### src/design/trimmed_moving_average_macros.svh
// Assertion macros for the trimmed moving-average filter.
`ifndef TRIMMED_MOVING_AVERAGE_MACROS_SVH
`define TRIMMED_MOVING_AVERAGE_MACROS_SVH

`ifndef ASSERT_OFF
// Checked property, held off while reset is asserted (active low).
`define TMA_ASSERT(lbl, clk, rst_n, prop) \
    lbl: assert property (@(posedge clk) disable iff (!rst_n) prop) \
        else $error("trimmed_moving_average: assertion failed");
// Checked property, live through reset as well.
`define TMA_ASSERT_ALWAYS(lbl, clk, prop) \
    lbl: assert property (@(posedge clk) prop) \
        else $error("trimmed_moving_average: assertion failed");
`else
`define TMA_ASSERT(lbl, clk, rst_n, prop)
`define TMA_ASSERT_ALWAYS(lbl, clk, prop)
`endif

`endif

### src/design/tma_pkg.sv
// Shared types and constants of the trimmed moving-average filter.
package tma_pkg;

    localparam int unsigned SAMPLE_W       = 16;
    localparam int unsigned TRIM_MIN_COUNT = 3;   // fewest entries that get trimmed
    localparam int unsigned TRIM_DROP      = 2;   // one minimum and one maximum

    typedef logic [SAMPLE_W-1:0] t_sample;

    typedef struct packed {
        t_sample lo;
        t_sample hi;
    } t_extrema;

endpackage

### src/design/tma_div.sv
// Restoring serial divider, one quotient bit per cycle.
module tma_div #(
    parameter int unsigned DVD_W = 20,
    parameter int unsigned DVS_W = 4
) (
    input  logic             i_clk,
    input  logic             i_rst_n,
    input  logic             i_start,
    input  logic [DVD_W-1:0] i_dividend,
    input  logic [DVS_W-1:0] i_divisor,
    output logic             o_done,
    output logic [DVD_W-1:0] o_quotient
);

    localparam int unsigned STEP_W = $clog2(DVD_W + 1);

    logic [DVD_W-1:0]  r_q;
    logic [DVS_W-1:0]  r_rem;
    logic [DVS_W-1:0]  r_dvs;
    logic [STEP_W-1:0] r_steps;
    logic              r_busy;
    logic              r_done;

    logic [DVS_W:0]    w_sh;
    logic [DVS_W:0]    w_diff;
    logic              w_ge;

    // remainder stays below the divisor, so DVS_W bits hold it
    assign w_sh   = {r_rem, r_q[DVD_W-1]};
    assign w_ge   = (w_sh >= {1'b0, r_dvs});
    assign w_diff = w_sh - {1'b0, r_dvs};

    always_ff @(posedge i_clk) begin
        if (!i_rst_n) begin
            r_busy  <= 1'b0;
            r_done  <= 1'b0;
            r_steps <= '0;
        end else begin
            r_done <= 1'b0;
            if (i_start) begin
                r_busy  <= 1'b1;
                r_steps <= STEP_W'(DVD_W);
            end else if (r_busy) begin
                r_steps <= r_steps - 1'b1;
                if (r_steps == STEP_W'(1)) begin
                    r_busy <= 1'b0;
                    r_done <= 1'b1;
                end
            end
        end
    end

    always_ff @(posedge i_clk) begin
        if (i_start) begin
            r_q   <= i_dividend;
            r_rem <= '0;
            r_dvs <= i_divisor;
        end else if (r_busy) begin
            r_q   <= {r_q[DVD_W-2:0], w_ge};
            r_rem <= w_ge ? w_diff[DVS_W-1:0] : w_sh[DVS_W-1:0];
        end
    end

    assign o_done     = r_done;
    assign o_quotient = r_q;

endmodule

### src/design/tma_scan.sv
// Sample window memory and sequential sum / min / max scan.
module tma_scan
    import tma_pkg::*;
#(
    parameter int unsigned WINDOW = 8,
    parameter int unsigned IDX_W  = 3,
    parameter int unsigned CNT_W  = 4,
    parameter int unsigned SUM_W  = 20
) (
    input  logic             i_clk,
    input  logic             i_rst_n,
    input  logic             i_wr_en,
    input  logic [IDX_W-1:0] i_wr_addr,
    input  t_sample          i_wr_data,
    input  logic             i_start,
    input  logic [CNT_W-1:0] i_count,
    output logic             o_done,
    output logic [SUM_W-1:0] o_sum,
    output t_extrema         o_ext
);

    t_sample          r_mem [WINDOW];
    t_sample          r_rd_data;
    logic [IDX_W-1:0] r_rd_idx;
    logic [CNT_W-1:0] r_count;
    logic             r_issue;
    logic             r_rd_vld;
    logic             r_rd_last;
    logic             r_done;
    logic [SUM_W-1:0] r_sum;
    t_extrema         r_ext;
    logic             w_last;

    assign w_last = (CNT_W'(r_rd_idx) == r_count - CNT_W'(1));

    // memory: one write port, one registered read port
    always_ff @(posedge i_clk) begin
        if (i_wr_en) begin
            r_mem[i_wr_addr] <= i_wr_data;
        end
        if (r_issue) begin
            r_rd_data <= r_mem[r_rd_idx];
        end
    end

    always_ff @(posedge i_clk) begin
        if (!i_rst_n) begin
            r_issue   <= 1'b0;
            r_rd_vld  <= 1'b0;
            r_rd_last <= 1'b0;
            r_done    <= 1'b0;
        end else begin
            r_rd_vld  <= r_issue;
            r_rd_last <= r_issue && w_last;
            r_done    <= r_rd_vld && r_rd_last;
            if (i_start) begin
                r_issue <= 1'b1;
            end else if (r_issue && w_last) begin
                r_issue <= 1'b0;
            end
        end
    end

    always_ff @(posedge i_clk) begin
        if (i_start) begin
            r_count  <= i_count;
            r_rd_idx <= '0;
            r_sum    <= '0;
            r_ext.lo <= '1;
            r_ext.hi <= '0;
        end else begin
            if (r_issue) begin
                r_rd_idx <= r_rd_idx + 1'b1;
            end
            if (r_rd_vld) begin
                r_sum <= r_sum + SUM_W'(r_rd_data);
                if (r_rd_data < r_ext.lo) begin
                    r_ext.lo <= r_rd_data;
                end
                if (r_rd_data > r_ext.hi) begin
                    r_ext.hi <= r_rd_data;
                end
            end
        end
    end

    assign o_done = r_done;
    assign o_sum  = r_sum;
    assign o_ext  = r_ext;

endmodule

### src/design/trimmed_moving_average.sv
// Trimmed moving-average filter over the valid window entries (count, at most WINDOW); the sum
// is SUM_W = 16 + clog2(WINDOW+1) bits wide, 20 for WINDOW = 8. One request at a time: the next
// is taken once the result has entered the output register, later while an unread result holds
// that register. A request runs through the window scan, the serial divider, then that register.
// Synchronous active-low reset empties the window (position 0, not wrapped) and drops any result.
module trimmed_moving_average
    import tma_pkg::*;
#(
    parameter int unsigned WINDOW = 8
) (
    input  logic          i_clk,
    input  logic          i_rst_n,
    input  logic          i_valid,
    output logic          o_ready,
    input  logic [15:0]   i_sample,
    output logic          o_valid,
    input  logic          i_ready,
    output logic [15:0]   o_filtered
);

`include "trimmed_moving_average_macros.svh"

    // widths follow from the window depth
    localparam int unsigned IDX_W = (WINDOW > 1) ? $clog2(WINDOW) : 1;
    localparam int unsigned CNT_W = $clog2(WINDOW + 1);
    localparam int unsigned SUM_W = SAMPLE_W + CNT_W;

    // sequencer states
    localparam logic [2:0] S_IDLE = 3'd0;   // waiting for a request
    localparam logic [2:0] S_SCAN = 3'd1;   // walking the window
    localparam logic [2:0] S_DIV  = 3'd2;   // serial divide running
    localparam logic [2:0] S_FIN  = 3'd3;   // quotient ready, waiting for output slot

    logic [2:0]       r_state;
    logic [2:0]       n_state;

    // circular write position and wrap flag
    logic [IDX_W-1:0] r_pos;
    logic [IDX_W-1:0] n_pos;
    logic             r_full;
    logic             n_full;
    logic [CNT_W-1:0] r_count;
    logic [CNT_W-1:0] n_count;

    // output register, parts the core from the downstream side
    logic             r_out_valid;
    t_sample          r_out;

    logic             w_accept;
    logic             w_wrap;
    logic             w_scan_done;
    logic [SUM_W-1:0] w_sum;
    t_extrema         w_ext;
    logic             w_trim;
    logic [SUM_W-1:0] w_dividend;
    logic [CNT_W-1:0] w_divisor;
    logic             w_div_done;
    logic [SUM_W-1:0] w_quot;
    logic             w_load_out;

    assign o_ready  = (r_state == S_IDLE);
    assign w_accept = i_valid && o_ready;

    // next write position; the last slot wraps to zero and marks the window full
    assign w_wrap  = (r_pos == IDX_W'(WINDOW - 1));
    assign n_pos   = w_wrap ? '0 : r_pos + 1'b1;
    assign n_full  = r_full || w_wrap;
    assign n_count = n_full ? CNT_W'(WINDOW) : CNT_W'(n_pos);

    tma_scan #(
        .WINDOW (WINDOW),
        .IDX_W  (IDX_W),
        .CNT_W  (CNT_W),
        .SUM_W  (SUM_W)
    ) u_scan (
        .i_clk     (i_clk),
        .i_rst_n   (i_rst_n),
        .i_wr_en   (w_accept),
        .i_wr_addr (r_pos),
        .i_wr_data (i_sample),
        .i_start   (w_accept),
        .i_count   (n_count),
        .o_done    (w_scan_done),
        .o_sum     (w_sum),
        .o_ext     (w_ext)
    );

    // three or more entries: drop one min and one max, divide by count - 2;
    // fewer: plain mean. The divisor is never zero as count is at least one.
    assign w_trim     = (32'(r_count) >= TRIM_MIN_COUNT);
    assign w_dividend = w_trim ? (w_sum - SUM_W'(w_ext.lo) - SUM_W'(w_ext.hi)) : w_sum;
    assign w_divisor  = w_trim ? (r_count - CNT_W'(TRIM_DROP)) : r_count;

    tma_div #(
        .DVD_W (SUM_W),
        .DVS_W (CNT_W)
    ) u_div (
        .i_clk      (i_clk),
        .i_rst_n    (i_rst_n),
        .i_start    (w_scan_done),
        .i_dividend (w_dividend),
        .i_divisor  (w_divisor),
        .o_done     (w_div_done),
        .o_quotient (w_quot)
    );

    // result moves on once the output register is empty or being drained
    assign w_load_out = (r_state == S_FIN) && (!r_out_valid || i_ready);

    always_comb begin
        n_state = r_state;
        unique case (r_state)
            S_IDLE: begin
                if (w_accept) begin
                    n_state = S_SCAN;
                end
            end
            S_SCAN: begin
                if (w_scan_done) begin
                    n_state = S_DIV;
                end
            end
            S_DIV: begin
                if (w_div_done) begin
                    n_state = S_FIN;
                end
            end
            S_FIN: begin
                if (w_load_out) begin
                    n_state = S_IDLE;
                end
            end
            default: begin
                n_state = S_IDLE;
            end
        endcase
    end

    always_ff @(posedge i_clk) begin
        if (!i_rst_n) begin
            r_state     <= S_IDLE;
            r_pos       <= '0;
            r_full      <= 1'b0;
            r_count     <= '0;
            r_out_valid <= 1'b0;
        end else begin
            r_state <= n_state;
            if (w_accept) begin
                r_pos   <= n_pos;
                r_full  <= n_full;
                r_count <= n_count;
            end
            if (w_load_out) begin
                r_out_valid <= 1'b1;
            end else if (i_ready) begin
                r_out_valid <= 1'b0;
            end
        end
    end

    // the trimmed mean lies between min and max, so the low 16 bits hold it
    always_ff @(posedge i_clk) begin
        if (w_load_out) begin
            r_out <= w_quot[SAMPLE_W-1:0];
        end
    end

    assign o_valid    = r_out_valid;
    assign o_filtered = r_out;

    // ---- checks ----
    `TMA_ASSERT(a_accept_starts_scan, i_clk, i_rst_n, w_accept |=> (r_state == S_SCAN))
    `TMA_ASSERT(a_count_in_range, i_clk, i_rst_n, (r_state != S_IDLE) |-> ((r_count != '0) && (32'(r_count) <= WINDOW)))
    `TMA_ASSERT(a_div_done_in_div, i_clk, i_rst_n, w_div_done |-> (r_state == S_DIV))
    `TMA_ASSERT(a_result_bounded, i_clk, i_rst_n, (r_state == S_FIN) |-> ((w_quot <= SUM_W'(w_ext.hi)) && (w_quot >= SUM_W'(w_ext.lo))))

endmodule

### config.mk
export PLATFORM = sky130hd
export DESIGN_NAME = trimmed_moving_average
export DESIGN_NICKNAME = d
export VERILOG_FILES = /design/src/design/tma_pkg.sv /design/src/design/tma_div.sv /design/src/design/tma_scan.sv /design/src/design/trimmed_moving_average.sv
export VERILOG_INCLUDE_DIRS = /design/src /design/src/design
export SDC_FILE = /design/constraint.sdc
export NUM_CORES = 1
export LEC_CHECK = 0
export BUFFER_PORTS_ARGS = -buffer_cell sky130_fd_sc_hd__buf_2
export CAP_MARGIN = 5
export CELL_PAD_IN_SITES_DETAIL_PLACEMENT = 1
export CELL_PAD_IN_SITES_GLOBAL_PLACEMENT = 1
export CORE_MARGIN = 2
export CORE_UTILIZATION = 40
export DETAILED_ROUTE_END_ITERATION = 7
export PLACE_DENSITY = 0.77
export SLEW_MARGIN = 20
export SYNTH_ARGS = -nofsm -noshare
export SYNTH_HDL_FRONTEND = slang
export SYNTH_SLANG_ARGS = --single-unit
### constraint.sdc
create_clock -name i_clk -period 2.9 [get_ports i_clk]
set_clock_uncertainty 0.1 [all_clocks]
set_input_delay 0.58 -clock i_clk [delete_from_list [all_inputs] [get_ports i_clk]]
set_output_delay 0.58 -clock i_clk [all_outputs]
set_load 0.01 [all_outputs]
# Yosys cells after proc, flatten, opt, wreduce, memory -nomap -nowiden
# Memory sizes are Yosys's and may differ from the RTL's. A register that Yosys moved wholly into a read port is not among the register bits.
# Index checks and enable logic that the tools add are counted.
# word_totals
out_inout_bits	18
in_bits	20
n_memories	1
regBits	126
wordCells	88
ramBits	128
# mem_list
name	words	word_bits	rd	rd_clocked_by_memory_dff	write_ports	line_no	rtl
u_scan.r_mem	8	16	1	1	1	tma_scan.sv:22	t_sample r_mem [WINDOW];
# op_classes
bitwise_logic	2
addsub	9
magnitude_cmp	4
eq_ne	10
n_reduce_logical	16
n_mux	24
# ops
cell	count
20-bit 2-to-1 mux	3
20-bit by 16-bit subtractor with 20-bit output	2
20-bit by 16-bit adder with 20-bit output	1
16-bit greater-than comparator	1
16-bit less-than comparator	1
3-bit 2-to-1 mux	5
4-bit 2-to-1 mux	3
3-bit one-hot mux with 4 select lines	1
1-bit 2-to-1 mux	10
5-bit 2-to-1 mux	2
3-bit by 1-bit adder with 3-bit output (second input constant)	2
3-bit by 2-bit equality test with 1-bit output (second input constant)	2
2-bit by 1-bit inequality test with 1-bit output (second input constant)	3
2-bit nonzero test	3
5-bit by 1-bit equality test with 1-bit output (second input constant)	1
5-bit by 4-bit >= comparator with 1-bit output	1
5-bit by 1-bit subtractor with 5-bit output (second input constant)	1
3-bit by 4-bit equality test with 1-bit output	1
4-bit by 2-bit >= comparator with 1-bit output (second input constant)	1
1-bit logical AND	4
2-bit AND reduction	2
4-bit AND reduction	1
4-bit by 1-bit subtractor with 4-bit output (second input constant)	1
4-bit by 2-bit subtractor with 4-bit output (second input constant)	1
10 further kinds	12

# Depth between registers and ports, before layout
# logic_depth
ltp_word	5
depth_mapped	10

# Cells and area by module
# From an unflattened synthesis, not the netlist that was laid out.
# unflattened
cells_unflattened	1063
hier_area_um2	13379.1
# modules_own_cells
mod	n_inst	seq_area_each_um2	area_per_inst_um2	cells_each
tma_scan	1	5625.4	9177.6	645
trimmed_moving_average	1	680.7	2610.0	301
tma_div	1	940.9	1591.5	117

# Worst setup path before layout
# OpenSTA, ideal clock, no wires.
# synth_path
path_kind	register to register
from	reg r_state[0]
to	mem u_scan.r_mem[0][0] in the netlist's numbering, enable pin
arrival_ns	2.726
slack_ns	-0.356
period_less_slack_ns	3.256
setup_time_ns	0.430
n_path_buf	2
stages_incl_launch_ff	7
path_cell_list	dfxtp_1 -> inv_1 -> ha_1 -> nand2_1 -> clkbuf_1 -> clkbuf_1 -> nor4_1
# synth_via
elab_chain_len	4
# synth_rtl
element	line_no	rtl
start, declared	trimmed_moving_average.sv:34	logic [2:0] r_state;
start signal, assigned	trimmed_moving_average.sv:147	r_state <= n_state;
3-bit zero test	trimmed_moving_average.sv:61	assign o_ready = (r_state == S_IDLE);
net o_ready	trimmed_moving_average.sv:14	output logic o_ready,
1-bit logical AND	trimmed_moving_average.sv:62	assign w_accept = i_valid && o_ready;
1-bit 2-to-1 mux	tma_scan.sv:38	if (i_wr_en) begin
1-bit 2-to-1 mux (not written as such)	tma_scan.sv:39	r_mem[i_wr_addr] <= i_wr_data;
end, declared	tma_scan.sv:22	
# The timed path passes the listed nets, and every way through them passes these cells.

# Worst setup path after layout
# layout_path
from	reg u_scan.r_ext (netlist bit u_scan.o_ext[28])
to	reg u_div.r_q[19], in the netlist u_div.o_quotient[19] (data pin)
# layout_via
elab_chain_len	4
# layout_rtl
element	line_no	rtl
start, declared	tma_scan.sv:31	t_extrema r_ext;
20-bit by 16-bit subtractor with 20-bit output (2 in series)	trimmed_moving_average.sv:91	assign w_dividend = w_trim ? (w_sum - SUM_W'(w_ext.lo) - SUM_W'(w_ext.hi)) : w_sum;
20-bit 2-to-1 mux	trimmed_moving_average.sv:91	
20-bit 2-to-1 mux	tma_div.sv:54	if (i_start) begin
end signal, assigned	tma_div.sv:55	r_q <= i_dividend;
end signal, assigned	tma_div.sv:59	r_q <= {r_q[DVD_W-2:0], w_ge};
end, declared	tma_div.sv:17	logic [DVD_W-1:0] r_q;
# Every way passes these cells.
# A chain may end at the register's enable or synchronous reset.

==> out/summary.md <==
The flow ran to the end, but the final reports show violations. The final reports fail on negative setup slack. The count of hold buffers inserted by post-cts repair was 0; the sequential cell fraction of total power was 27.7%. In the final routed layout, each cell accounts on average for 19.2 µm. The run gives 0.341 GHz as the maximum frequency from static timing analysis. The fraction of the yosys area taken by sequential cells came out at 53.9%. The antenna diode count was 0; the number of stages on the worst hold path was 1.

Worst-case hold path end point: u_scan.r_mem[7][1]. From synthesis to final layout, the design area changed by 18.2%. The slowest stage of the critical path is the sky130_fd_sc_hd__fa_1 cell. The total power per unit cell area is 1180 nW/µm², and the post-route DRC violation count is 0. For this run, the slowest stage of the critical path takes 0.59 ns. The boundary pin count was 38. Counting every sink on the clock net gives 268. The number of hold violations in the final report is 0. The share of synthesized area in the top cell type comes to 42.0%. In this run the static leakage power is 5.97 nW. For this configuration, the core starts out at a cell density of 40.4%. The tools report the number of global-route vias before repair as 9,514.

The number of DRC markers in iteration 0 was 434. The layout has 3,474 filler cells. The most frequent standard cell in the layout excluding fill and tap cells is sky130_fd_sc_hd__edfxtp_1. In this run the worst path has a maximum fanout of 4. In the layout the commonest cells are 188 x sky130_fd_sc_hd__edfxtp_1, 82 x sky130_fd_sc_hd__nor2_1, 80 x sky130_fd_sc_hd__nand2_1.

In the global route stage, overall resource usage came out at 18.3%. Clock-pin slew was measured on the worst setup and hold paths at 0.06 ns. The signal on the critical path passes through inv_2 -> fa_1 -> ha_4 -> or2_1 -> o31a_2 -> a32oi_4 -> a21oi_2 -> or4b_1 -> a31oi_1. Synthesis produced a netlist with a net count of 1,205.

After routing, the total negative slack on setup checks comes to -0.0324 ns. The count of buffers added on input and output ports is 37. Portion of the clock cycle consumed by the worst path in the final layout: 101%.

The classification of the worst-slack hold path was in -> reg. Ranked by total cell area, the synthesized netlist is headed by sky130_fd_sc_hd__edfxtp_1 42%, sky130_fd_sc_hd__dfxtp_1 12%, sky130_fd_sc_hd__ha_1 7.5%. Measured in cells, the most critical reg-to-reg path has a length of 9. The slew at the pin closest to its max-slew limit is 0.959 ns, and the synthesized flop and latch total is 268. Cell-internal power: 11.5 mW. The flip-flop cell with the highest count after synthesis is sky130_fd_sc_hd__edfxtp_1. The largest net degree at the start of global routing came out at 50. The tools report the number of warnings printed during yosys synthesis as 0. The worst register-to-register path has a setup slack of -0.03 ns.

Max-cap violations in this run came to 0. The source of the worst register-to-register timing path was u_scan.o_ext[28]. For the residual antenna-violating net count after detailed routing, the log shows 0.

Of all flip-flops after synthesis, the portion carrying an async set or reset was 0%. The net count of the finished layout is 1,309. The type of origin of the critical path is a flip-flop. The global placer's final weighted congestion was 0.842. The die outline height was 187 µm.

The die area was 35,100 µm²; the number of buffers inserted during clock tree synthesis was 29. Across the VDD grid, the largest voltage drop is 534 µV. In this run the power spent charging and discharging nets is 7.24 mW.

The mean cell area of the mapped netlist is 12.4 µm². The share of total power dissipated in combinational logic is 53.0%. Yosys mapped a number of flops with a built-in enable equal to 188.

The area after detailed placement is 14,600 µm². The worst hold path startpoint is i_sample[1]. The number of setup violations in the final report came out at 1. Of the total power, the clock network draws 19.3%. The logs give -0.0324 ns for the post-route worst setup slack and 3.20 ns for the required time at the worst-slack endpoint. The die span in x was 187 µm.

TritonCTS built the clock tree. The biggest area contributor in the post-synthesis netlist is sky130_fd_sc_hd__edfxtp_1. The maximum level of the CTS H-tree came out at 1. In this run switching power makes up 38.6% of total power.

After routing the design area is 15,900 µm². The count of final max-slew check failures is 0, and the standard cell core area is 33,300 µm². The worst setup path is of the reg -> reg kind. The residual overflow from global routing was 0. Sort of element at the end of the critical path: a flip-flop. Summed over all layers, the routed wires come to 31,900 µm. The clock insertion delay at the later pin of the skew report is 0.56 ns. The post-route netlist has 23.7% of its cells at a drive strength greater than 1.

The estimated wirelength of the detail-placed design was 21,900 µm; the clock period minus worst slack was 2.93 ns. Share of the core filled with cells: 47.7%. Setup repair after global routing could not meet its margin everywhere. The average via count per standard cell was 5.32; the number of antenna violations at the first check in global routing was 0. Synthesis produced a netlist whose cell count is 1,086. At the placement stage, the worst setup path has a slack of -0.177 ns. The run gives 3 as the number of buffers between clock root and the deepest sink.

The worst slew margin relative to its limit was 36.0%. In this run the critical register-to-register path is captured at u_div.o_quotient[19]. In this run the core area contains 67 standard-cell rows. The logs give 13,400 µm² for the post-synthesis instance area and 4 for the total iterations of the first detailed-routing run. The number of different library cells used by synthesis comes to 77. The first global-routing pass estimated 51,000 µm of wire. At the worst endpoint, the arrival time is 3.24 ns.

The root cell of the clock tree was sky130_fd_sc_hd__clkbuf_16. The total number of vias is 8,828.
==> worst max-delay path by stage <==
| stage | depth (start not counted) | startpoint | to | slack (ns) |
|---|---|---|---|---|
| floorplan | 6 | r_state[0] | u_scan.r_mem[2][0] | 0.04 |
| detailed placement | 9 | u_scan.o_ext[0] | u_div.o_quotient[18] | -0.18 |
| global placement | 9 | u_scan.o_ext[0] | u_div.o_quotient[18] | -0.1 |
| global route | 9 | u_scan.o_ext[28] | u_div.o_quotient[19] | -0.12 |
| CTS | 10 | u_scan.o_ext[16] | u_div.o_quotient[19] | -0.04 |
| finish | 9 | u_scan.o_ext[28] | u_div.o_quotient[19] | -0.03 |
==> cells in the mapped netlist (3+ instances only) <==
cell                       instances
sky130_fd_sc_hd__and4_1            3
sky130_fd_sc_hd__xor2_1           12
sky130_fd_sc_hd__and2_1            7
sky130_fd_sc_hd__ha_1             81
sky130_fd_sc_hd__buf_2             3
sky130_fd_sc_hd__or2_2             3
sky130_fd_sc_hd__nor3b_1           4
sky130_fd_sc_hd__fa_1             18
sky130_fd_sc_hd__o21bai_1          3
sky130_fd_sc_hd__nand3_1          12
sky130_fd_sc_hd__mux2_2           18
sky130_fd_sc_hd__nor2_1           82
sky130_fd_sc_hd__o21ai_0          31
sky130_fd_sc_hd__mux2i_1          43
sky130_fd_sc_hd__nor3_1           21
sky130_fd_sc_hd__a211oi_1         17
sky130_fd_sc_hd__xnor2_1          17
sky130_fd_sc_hd__inv_1            69
sky130_fd_sc_hd__nor4_1            3
sky130_fd_sc_hd__o211ai_1         10
sky130_fd_sc_hd__o31ai_1           5
sky130_fd_sc_hd__a21boi_0          5
sky130_fd_sc_hd__nor2b_1          19
sky130_fd_sc_hd__a31oi_1          15
sky130_fd_sc_hd__nand2_1          81
sky130_fd_sc_hd__dfxtp_1          80
sky130_fd_sc_hd__a21o_1           22
sky130_fd_sc_hd__and3_1            9
sky130_fd_sc_hd__edfxtp_1        188
sky130_fd_sc_hd__nand2b_1         13
sky130_fd_sc_hd__o21ai_1           5
sky130_fd_sc_hd__mux4_2           32
sky130_fd_sc_hd__o21a_1            8
sky130_fd_sc_hd__or3_1             5
sky130_fd_sc_hd__nand4_1           9
sky130_fd_sc_hd__clkbuf_1         34
sky130_fd_sc_hd__a21oi_1          46
sky130_fd_sc_hd__nand3b_1          7
==> per-layer routing <==
layer	global-route usage (%)	share of wire, %	vias up
met5	0	0	-
met4	4.88	2.6	0
met3	2.38	3.7	53
met2	31.5	48	154
met1	24.3	46	4403
li1	-	-	4218
==> sequential cells by signal, indices dropped and copies added, names as in the netlist, 2 cells and up <==
register          cells
o_filtered           16
r_count               3
r_pos                 3
r_state               2
u_div.o_quotient     20
u_div.r_dvs           4
u_div.r_rem           4
u_div.r_steps         5
u_scan.o_ext         32
u_scan.o_sum         20
u_scan.r_count        4
u_scan.r_mem        128
u_scan.r_rd_data     16
u_scan.r_rd_idx       3
==> per-stage QoR <==
stage	hold slack (ns)	power (mW)	std cells
2_1_floorplan	0.318	11.0	1086
6_report	0.179	18.8	1659
4_1_cts	0.158	17.9	1654
3_5_place_dp	0.330	13.6	1599
3_3_place_gp	0.327	13.3	1599
5_1_grt	0.174	20.0	1659
==> area by class of cell <==
type / count / area (µm²) / area share, %
clock inverter: 15 / 161 / 1.02
multi-input combinational: 707 / 6050 / 38.1
inverter: 70 / 263 / 1.66
sequential: 268 / 7270 / 45.8
clock buffer: 37 / 766 / 4.82
timing repair buffer: 114 / 805 / 5.07
tap: 448 / 561 / 3.53
==> power by group through the flow <==
stage	logic, mW	registers [mW]	clock network (mW)
after detailed placement	8.38	5.25	0
after CTS	9.02	5.18	3.72
after floorplan	5.83	5.13	0
after global placement	8.10	5.20	0
after global routing	10.9	5.27	3.85
final	9.96	5.20	3.63
==> critical path: cells and delay by family (launching register included) <==
kind / cells / cell delay, ns
buffers and inverters: 1 / 0.06
adder cells (fa/ha/maj): 2 / 0.80
AND/OR/NAND/NOR: 2 / 0.75
flip-flops: 1 / 0.34
AO/OA/AOI/OAI: 4 / 0.73
==> logic make-up (layout without fill, tap and decap cells) <==
kind of cell	after synthesis	in the layout	synth area share (%)
XOR/XNOR	29	29	1.89
buffers and inverters	111	236	3.21
AO/OA/AOI/OAI	196	196	10.1
adder cells (fa/ha/maj)	99	99	10.2
flip-flops	268	268	53.9
multiplexers	93	93	10.1
AND/OR/NAND/NOR	290	290	10.6
==> what timing repair did <==
item / CTS / global route
buffers inserted: 4 / 5
endpoints found under the setup margin: 8 / 11
pin swaps: 26 / 29
resized for setup: 24 / 41
Note: power is estimated with default switching activity, not from simulation.
